`src/hw/rtl/mcrc_pkg.sv`:
```
// ----------------------------------------------------------------------------
// mcrc_pkg: shared types and constants for the multi-channel CRC-32 engine
// Item formats, command codes, controller/datapath handshake structs and the
// reflected CRC-32 byte fold.
// ----------------------------------------------------------------------------
package mcrc_pkg;

  localparam int CHANNELS_DEFAULT = 16;

  localparam logic [31:0] CRC_POLY = 32'hEDB8_8320;
  localparam logic [31:0] CRC_ONES = 32'hFFFF_FFFF;

  // command codes
  localparam logic [1:0] CMD_INIT    = 2'd0;
  localparam logic [1:0] CMD_PUSH    = 2'd1;
  localparam logic [1:0] CMD_RELEASE = 2'd2;

  typedef struct packed {
    logic [1:0] cmd;
    logic [3:0] channel;
    logic [7:0] data_byte;
  } in_item_t;

  typedef struct packed {
    logic [31:0] crc_value;
    logic        was_active;
  } out_item_t;

  // controller -> datapath
  typedef struct packed {
    logic capture;   // latch the incoming item
    logic execute;   // apply the latched item to its context
  } ctl_cmd_t;

  // datapath -> controller
  typedef struct packed {
    logic is_release;  // latched item produces a result
  } dp_status_t;

  // fold one byte into a running value, LSB first
  function automatic logic [31:0] fold_byte(input logic [31:0] crc, input logic [7:0] b);
    logic [31:0] v;
    v = crc ^ {24'd0, b};
    for (int i = 0; i < 8; i++) begin
      v = v[0] ? ((v >> 1) ^ CRC_POLY) : (v >> 1);
    end
    return v;
  endfunction

endpackage

```
`src/hw/rtl/mcrc_datapath.sv`:
```
// ----------------------------------------------------------------------------
// mcrc_datapath: context store and CRC update
// Holds the latched item, the per-channel running values and the result
// register.
// ----------------------------------------------------------------------------
module mcrc_datapath #(
  parameter int CHANNELS = mcrc_pkg::CHANNELS_DEFAULT
) (
  input  logic                 clk,
  input  logic                 rst,
  input  mcrc_pkg::ctl_cmd_t   ctl,
  input  mcrc_pkg::in_item_t   item,
  output mcrc_pkg::dp_status_t status,
  output mcrc_pkg::out_item_t  result
);
  import mcrc_pkg::*;

  localparam int IDX_W = (CHANNELS > 1) ? $clog2(CHANNELS) : 1;

  in_item_t    item_q;
  logic [31:0] running_crc [CHANNELS];

  logic [IDX_W-1:0] idx;
  logic             ch_ok;
  logic [31:0]      cur;
  logic [31:0]      folded;

  assign idx    = IDX_W'(item_q.channel);
  assign ch_ok  = (32'(item_q.channel) < 32'(CHANNELS));
  assign cur    = ch_ok ? running_crc[idx] : 32'd0;
  assign folded = fold_byte(cur, item_q.data_byte);

  assign status.is_release = (item_q.cmd == CMD_RELEASE);

  always_ff @(posedge clk) begin
    if (ctl.capture) begin
      item_q <= item;
    end
  end

  always_ff @(posedge clk) begin
    if (rst) begin
      for (int k = 0; k < CHANNELS; k++) begin
        running_crc[k] <= 32'd0;
      end
    end else if (ctl.execute && ch_ok) begin
      case (item_q.cmd)
        CMD_INIT:    running_crc[idx] <= CRC_ONES;
        CMD_PUSH:    if (cur != 32'd0) running_crc[idx] <= folded;
        CMD_RELEASE: running_crc[idx] <= 32'd0;
        default:     ;
      endcase
    end
  end

  // result payload; strobe comes from the controller
  always_ff @(posedge clk) begin
    if (ctl.execute && status.is_release) begin
      result.crc_value  <= (cur != 32'd0) ? (cur ^ CRC_ONES) : 32'd0;
      result.was_active <= (cur != 32'd0);
    end
  end

endmodule

```
`src/hw/rtl/mcrc_ctrl.sv`:
```
// ----------------------------------------------------------------------------
// mcrc_ctrl: command sequencer
// Two-state machine: takes an item, then applies it and raises done for
// release commands.
// ----------------------------------------------------------------------------
module mcrc_ctrl (
  input  logic                 clk,
  input  logic                 rst,
  input  logic                 start,
  input  mcrc_pkg::dp_status_t status,
  output mcrc_pkg::ctl_cmd_t   ctl,
  output logic                 busy,
  output logic                 done
);
  import mcrc_pkg::*;

  typedef enum logic {
    ST_IDLE,
    ST_EXEC
  } state_t;

  state_t state;

  assign busy        = (state == ST_EXEC);
  assign ctl.capture = (state == ST_IDLE) && start;
  assign ctl.execute = (state == ST_EXEC);

  always_ff @(posedge clk) begin
    if (rst) begin
      state <= ST_IDLE;
      done  <= 1'b0;
    end else begin
      done <= 1'b0;
      case (state)
        ST_IDLE: begin
          if (start) state <= ST_EXEC;
        end
        ST_EXEC: begin
          done  <= status.is_release;
          state <= ST_IDLE;
        end
        default: state <= ST_IDLE;
      endcase
    end
  end

endmodule

```
`src/hw/rtl/multi_channel_crc32_engine_unit.sv`:
```
// ----------------------------------------------------------------------------
// multi_channel_crc32_engine_unit: multi-channel CRC-32 engine
// Keeps CHANNELS independent reflected CRC-32 contexts (poly 0xEDB88320).
// ----------------------------------------------------------------------------
// Usage:
//   Input channel: drive item (cmd, channel, data_byte) and raise start.
//   The transfer happens at the clock edge where start is high and busy is
//   low. Commands: init loads the context with all ones, push folds one
//   byte into it, release reports the value XOR all ones and clears it.
//   A context holding zero is inactive: push leaves it alone, release
//   reports zero with was_active low. Channels at or above CHANNELS are
//   always inactive. Undefined command codes are dropped.
//   Output channel: a release yields one result on result, marked by done
//   for exactly one cycle. The receiver cannot stall; it must take it.
//   Sequence: each item passes a capture step and then an execute step
//   where the context read, byte fold and write-back happen. busy is high
//   during the execute step. done is registered and rises in the cycle
//   after execute, while the next item may already be accepted.
//   Reset (rst, synchronous): all contexts clear to zero (inactive), the
//   sequencer returns to idle and done drops.
// ----------------------------------------------------------------------------
module multi_channel_crc32_engine_unit #(
  parameter int CHANNELS = mcrc_pkg::CHANNELS_DEFAULT
) (
  input  logic                clk,
  input  logic                rst,
  input  logic                start,
  output logic                busy,
  input  mcrc_pkg::in_item_t  item,
  output logic                done,
  output mcrc_pkg::out_item_t result
);
  import mcrc_pkg::*;

  // controller/datapath link
  ctl_cmd_t   ctl;
  dp_status_t status;

  // sequencer: accept, execute, result strobe
  mcrc_ctrl u_ctrl (
    .clk    (clk),
    .rst    (rst),
    .start  (start),
    .status (status),
    .ctl    (ctl),
    .busy   (busy),
    .done   (done)
  );

  // context store, CRC fold and result register
  mcrc_datapath #(
    .CHANNELS (CHANNELS)
  ) u_datapath (
    .clk    (clk),
    .rst    (rst),
    .ctl    (ctl),
    .item   (item),
    .status (status),
    .result (result)
  );

endmodule

```
`config.mk`:
```
export PLATFORM = sky130hd
export DESIGN_NAME = multi_channel_crc32_engine_unit
export DESIGN_NICKNAME = d
export VERILOG_FILES = /design/src/hw/rtl/mcrc_pkg.sv /design/src/hw/rtl/mcrc_datapath.sv /design/src/hw/rtl/mcrc_ctrl.sv /design/src/hw/rtl/multi_channel_crc32_engine_unit.sv
export SDC_FILE = /design/constraint.sdc
export NUM_CORES = 1
export LEC_CHECK = 0
export BUFFER_PORTS_ARGS = -buffer_cell sky130_fd_sc_hd__buf_2
export CAP_MARGIN = 0
export CORE_ASPECT_RATIO = 0.6
export CORE_MARGIN = 2
export CORE_UTILIZATION = 50
export CTS_CLUSTER_DIAMETER = 60
export DETAILED_ROUTE_END_ITERATION = 10
export GPL_TIMING_DRIVEN = 0
export PLACE_DENSITY = 0.66
export SLEW_MARGIN = 40
export SYNTH_ARGS = -nofsm -noshare
export SYNTH_HDL_FRONTEND = slang
export SYNTH_SLANG_ARGS = --single-unit
```
`constraint.sdc`:
```
create_clock -name clk -period 15.6 [get_ports clk]
set_input_delay 0.78 -clock clk [delete_from_list [all_inputs] [get_ports clk]]
set_output_delay 0.78 -clock clk [all_outputs]
set_load 0.01 [all_outputs]
```
==> results.cfg, run 1 <==
[outcome]
run_status = completed

[drt]
drcViolationCount = 0
wire_per_inst_um = 34.0
wl_mm = 86.9
vias = 16700
drt_first_pass_iters = 6
drt-initial-drc-count = 2952
ant_nets = 0
routed_via_density = 6.53

[floorplanning]
initial_utilization_pct = 50.6
boundaryPins = 52
dieHeight_um = 180
rows = 64
die_x_um = 297
die_area_um2 = 53400
core-area_um2 = 50900

[critical_path]
cpPeakStageDelay_ns = 0.63
reg2reg_slack_ns = 9.65
rr_endpoint = u_datapath.running_crc[4][21]$_SDFFCE_PN0P_
critPathTopFamily = buffers and inverters
required_ns = 15.93
path_buf_inv = 7
cp-start-kind = register
arrival_ns = 6.27
end_kind = register
cpMaxStageDelayCell = o21ai_2
crit_fanout = 20
r2r_cells = 15
path_cells = buf_6 -> buf_8 -> buf_4 -> buf_2 -> mux4_2 -> a22oi_1 -> nand2_1 -> nor4_1 -> and4_1 -> a21oi_2 -> buf_6 -> o21ai_2 -> buf_4 -> nand2_4 -> buf_12
path_class = reg2reg

[sta]
rsz0062_at_grt = false
hold_viol = 0
tightestPinTransition_ns = 0.937
fmax_mhz = 168
slew_violations = 0
relSlewSlack_pct = 37.1
fin_skew_ns = 0.0312
final.setup.tns_ns = 0
period_needed_ns = 5.95
setup_viol = 0
fin_crit_sh_pct = 38.1
whs_ns = 0.343

[pwr]
p_leak_nw = 11.3
vdd_drop_max_mv = 0.0863
powerDensity_nw_per_um2 = 128

[global_routing]
grt_max_degree = 26
grt_pass1_vias = 16300
grt_usage_pct = 32.6
grt_pass1_wl_mm = 122
grt_overflow = 0
antenna_found_initial = 0

[clock_tree]
cts_tree = yes
clkLatencyLatePin_ns = 0.62
post_cts_resized = 0
cts.sinks = 565
holdBufCountCts = 0
cts_setup_buffers = 0
clk_pin_slew_ns = 0.06
h-tree-depth = 2
cts_max_path_buffers = 3
cts_buffers = 52
root_buffer = clkbuf_16

[worst_hold_path]
min_from = item[6]
hold_end = u_datapath.item_q[6]$_DFFE_PP_
hold_depth = 1
hold_path_class = in2reg

[yosys]
synth.avg_cell_area_um2 = 15.2
async_reset_ff_share_pct = 0
ys.warnings.count = 0
synthFlopType = edfxtp_1
yosysSeqAreaShare_pct = 65.6
netlist_instances = 1701
syn_nets = 1718
netlist_area_um2 = 25800
ys_types = 52
ys_ff_latch = 565
synth-edff-count = 559

[final_layout]
fill_cells = 4096
final_cell_area_um2 = 29000
num_antenna_cells = 0
syn2layout_area_growth_pct = 12.6
drive_above_1_share_pct = 26.0
nets = 1845

[placed_design]
placed_area_um2 = 27400
hpwl_mm = 58.1
routabilityCongestion = 0.943
port_buffers = 51

[flow_run]
cap_violations = 0
## kinds of logic (layout without fill, tap and decap cells)
logic type | after synthesis | after routing | share of synthesized area, %
buf+inv | 142 | 306 | 3.57
simple gates | 556 | 556 | 8.94
xor+xnor | 68 | 68 | 3.62
flops | 565 | 565 | 65.6
compound gates | 194 | 194 | 5.03
mux | 176 | 176 | 13.2
## Yosys cell counts (all sizes together), types with 2 or more instances
library cell,n,area [um2]
or2,2,12.5
xor3,3,71.3
xnor3,9,203
o21ai,15,131
clkbuf,22,82.6
buf,116,822
edfxtp,559,16800
nor3,22,180
a2111oi,3,38.8
xnor2,35,427
nand2,53,201
dfxtp,6,120
mux4,129,2910
and2,6,37.5
nor2b,5,31.3
nor4,22,138
inv,3,11.3
xor2,21,233
a21o,29,231
nand2b,8,50.1
mux2,6,67.6
a22oi,32,240
mux2i,41,439
nor2,436,1640
o31ai,3,32.5
a21oi,107,573
## report_power, final
part	internal (W)	total [W]	leakage, nW	switching (W)
combinational	0.000254	0.000718	4.72	0.000464
sequential	0.00172	0.00174	5.82	0.0000176
clock	0.000669	0.00124	0.762	0.000573
## layout make-up
class / instances / area [um2] / area share (%)
inverters: 4 / 15.0 / 0.0518
plain buffers: 138 / 912 / 3.14
flip-flops and latches: 565 / 16900 / 58.3
well taps: 693 / 867 / 2.99
clock buffers: 65 / 1370 / 4.73
multi-input cells: 994 / 8100 / 27.9
clock inverters: 26 / 201 / 0.694
repair buffers: 73 / 641 / 2.21
## state kept, by name, summed over array words and instances (netlist names), named ones only
signal and flops:
u_datapath.running_crc 512, u_ctrl.busy 1, u_datapath.idx 4, u_ctrl.done 1, u_datapath.item_q 10, u_datapath.result 33
## routing by layer
metal / global-route usage (%) / share of wire, % / vias up
met4: 10.9 / 3.8 / 0
met5: 0 / 0 / -
met3: 12.6 / 16 / 234
met2: 44.9 / 41 / 1380
li1: - / - / 6625
met1: 47.5 / 39 / 8472
## how the worst max path moves through the flow
stage          startpoint  cells after the start                                          end  slack, ns
2_1_floorplan    register                     13   u_datapath.running_crc[0][0]$_SDFFCE_PN0P_      10.12
3_3_place_gp     register                     13  u_datapath.running_crc[0][25]$_SDFFCE_PN0P_       5.12
3_5_place_dp     register                     15  u_datapath.running_crc[5][27]$_SDFFCE_PN0P_       9.94
4_1_cts          register                     15  u_datapath.running_crc[5][19]$_SDFFCE_PN0P_       9.91
5_1_grt          register                     15  u_datapath.running_crc[5][19]$_SDFFCE_PN0P_       9.67
6_report         register                     15  u_datapath.running_crc[4][21]$_SDFFCE_PN0P_       9.65
## placed cells by master (no fill, tap or decap), types with 16 or more instances in the layout
master	instances
clkbuf_1	28
nor2_1	433
xor2_1	16
edfxtp_1	559
buf_4	39
a22oi_1	32
buf_2	99
a21oi_1	97
buf_6	24
nor4_1	22
mux2i_1	37
xnor2_1	21
nand2_1	37
mux4_2	129
clkbuf_16	53
a21o_1	18
## through the flow
step | setup WS [ns] | utilization, % | power, W | std cells
after global routing | 9.67 | 57.0 | 0.00377 | 2558
after global placement | 5.12 | 52.8 | 0.00244 | 2445
final | 9.65 | 57.0 | 0.00370 | 2558
after floorplan | 10.12 | - | 0.00223 | 1701
after detailed placement | 9.94 | 53.8 | 0.00246 | 2467
after CTS | 9.91 | 56.9 | 0.00366 | 2558
## worst register-to-register path, cell delays in order, from the launching register on
cell and delay [ns]:
dfxtp_1 0.40, buf_6 0.23, buf_8 0.22, buf_4 0.38, buf_2 0.49, mux4_2 0.39
a22oi_1 0.24, nand2_1 0.32, nor4_1 0.54, and4_1 0.39, a21oi_2 0.19, buf_6 0.20
o21ai_2 0.63, buf_4 0.42, nand2_4 0.30, buf_12 0.31
Note: power is estimated with default switching activity, not from simulation.
==> run 2, diff against run 1 <==
==> constraint.sdc (replaced) <==
create_clock -name clk -period 5.7 [get_ports clk]
set_input_delay 0.285 -clock clk [delete_from_list [all_inputs] [get_ports clk]]
set_output_delay 0.285 -clock clk [all_outputs]
set_load 0.01 [all_outputs]
==> run 2 against run 1 <==
  * The run now ends with negative setup slack left
  * Global-route usage rose by 0.073 points
  * Sequential cell count did not move
  * Clock power rose to 2.7 times the previous value
  * Critical path type unchanged
  * Critical endpoint is now u_datapath.running_crc[11][25]$_SDFFCE_PN0P_
==> results.cfg, run 2 (same netlist as run 1, synthesis figures left out) <==
[sta]
slew_violations = 0
tightestPinTransition_ns = 0.971
fin_crit_sh_pct = 101
setup_viol = 49
fin_skew_ns = 0.0283
fmax_mhz = 174
relSlewSlack_pct = 35.3
final.setup.tns_ns = -1.27
fin_ws_ns = -0.0550
whs_ns = 0.204
rsz0062_at_grt = true
period_needed_ns = 5.76
hold_viol = 0

[flow_run]
cap_violations = 0

[global_routing]
grt_usage_pct = 32.7
grt_max_degree = 26
grt_pass1_vias = 16400
grt_overflow = 0
antenna_found_initial = 0
grt_pass1_wl_mm = 122

[drt]
drcViolationCount = 0
wire_per_inst_um = 33.8
routed_via_density = 6.55
drt_first_pass_iters = 5
drt-initial-drc-count = 3119
ant_nets = 0
vias = 16800
wl_mm = 86.9

[critical_path]
crit_fanout = 19
crit_top_cell = buf_6
cp-start-kind = register
cpMaxStageDelayCell = o21ai_2
required_ns = 6.03
path_cells = buf_6 -> buf_6 -> buf_4 -> nor2_1 -> clkbuf_2 -> a22oi_1 -> nand2_1 -> nor4_1 -> and4_1 -> a21oi_2 -> o21ai_2 -> buf_2 -> nand2_4 -> buf_12
end_kind = register
path_class = reg2reg
arrival_ns = 6.08
cpPeakStageDelay_ns = 0.64

[floorplanning]
die_x_um = 297
core-area_um2 = 50900
dieHeight_um = 180
rows = 64
initial_utilization_pct = 50.6
die_area_um2 = 53400
boundaryPins = 52

[final_layout]
final_common_cell = edfxtp_1
final_cell_mix = edfxtp_1, nor2_1, mux4_2
largest_register_ffs = 512
drive_above_1_share_pct = 25.9
nets = 1859
fill_cells = 4078
multi_input_area_um2 = 8150
syn2layout_area_growth_pct = 13.3
top_register = u_datapath.running_crc
num_antenna_cells = 0
largestRegisters = u_datapath.running_crc (512), u_datapath.result (33), u_datapath.item_q (10)
regArea_um2 = 16900

[pwr]
powerDensity_nw_per_um2 = 347
vdd_drop_max_mv = 0.235
power_w = 0.0101
p_leak_nw = 11.4

[clock_tree]
cts_tree = yes
cts.sinks = 565
clkLatencyLatePin_ns = 0.61
cts_max_path_buffers = 3
clk_pin_slew_ns = 0.07
h-tree-depth = 2
cts_buffers = 52
root_buffer = clkbuf_16

[placed_design]
routabilityCongestion = 0.943
hpwl_mm = 58.1
port_buffers = 51
post-place-ws_ns = 0.0412

[outcome]
violations = negative setup slack
run_status = finished with violations

[worst_hold_path]
hold_path_class = in2reg
[run 2: cell count changes in the layout (fill, tap and decap cells not counted), sizes merged]
cell,previous run,this run
buf,188,187
clkbuf,87,88
dlygate4sd3,0,14
[run 2: through the flow]
stage	instance area (um2)	util [%]	instances
2_1_floorplan	25800	-	1701
3_3_place_gp	26900	52.8	2445
3_5_place_dp	27400	53.8	2467
4_1_cts	29100	57.2	2572
5_1_grt	29200	57.3	2572
6_report	29200	57.3	2572
[run 2: critical path, delay by kind of cell (launching register included)]
kind                   cells  cell delay (ns)
buffers and inverters      6             2.01
and+or+nand+nor            5             1.73
AOI/OAI and AO/OA          3             1.21
DFF                        1             0.49
[run 2: what timing repair did]
action,in CTS,in global routing
buffers inserted,0,0
hold buffers,14,0
hold endpoints to repair,18,0
setup endpoints to repair,0,210
resized for setup,0,9
[run 2: where the power goes]
part	switching [W]	total (W)	leakage, nW	internal [W]
Combinational	0.00128	0.00198	4.78	0.000703
Clock	0.00156	0.00340	0.762	0.00183
Sequential	0.0000482	0.00476	5.82	0.00471
[run 2: final timing paths]
path,from,endpoint,slack (ns),depth (start not counted)
setup / recovery,register,u_datapath.running_crc[11][25]$_SDFFCE_PN0P_,-0.06,14
hold / removal,rst,u_datapath.running_crc[3][31]$_SDFFCE_PN0P_,0.20,3
setup reg to reg,register,u_datapath.running_crc[11][25]$_SDFFCE_PN0P_,-0.06,14
hold reg to reg,u_datapath.idx[0]$_DFFE_PP_,register,0.58,1
[run 2: cell type report]
class / count / area share [%]
inverter: 4 / 0.0514
clock buffer: 65 / 4.70
multi-input combinational: 994 / 27.9
timing repair buffer: 87 / 2.67
clock inverter: 26 / 0.690
tap: 693 / 2.97
sequential: 565 / 57.9
buffer: 138 / 3.13
[run 2: layer usage]
layer	share of wire (%)	GRT usage [%]
met4	3.8	10.9
met2	41	45.1
met3	16	12.6
met1	39	47.7
met5	0	0
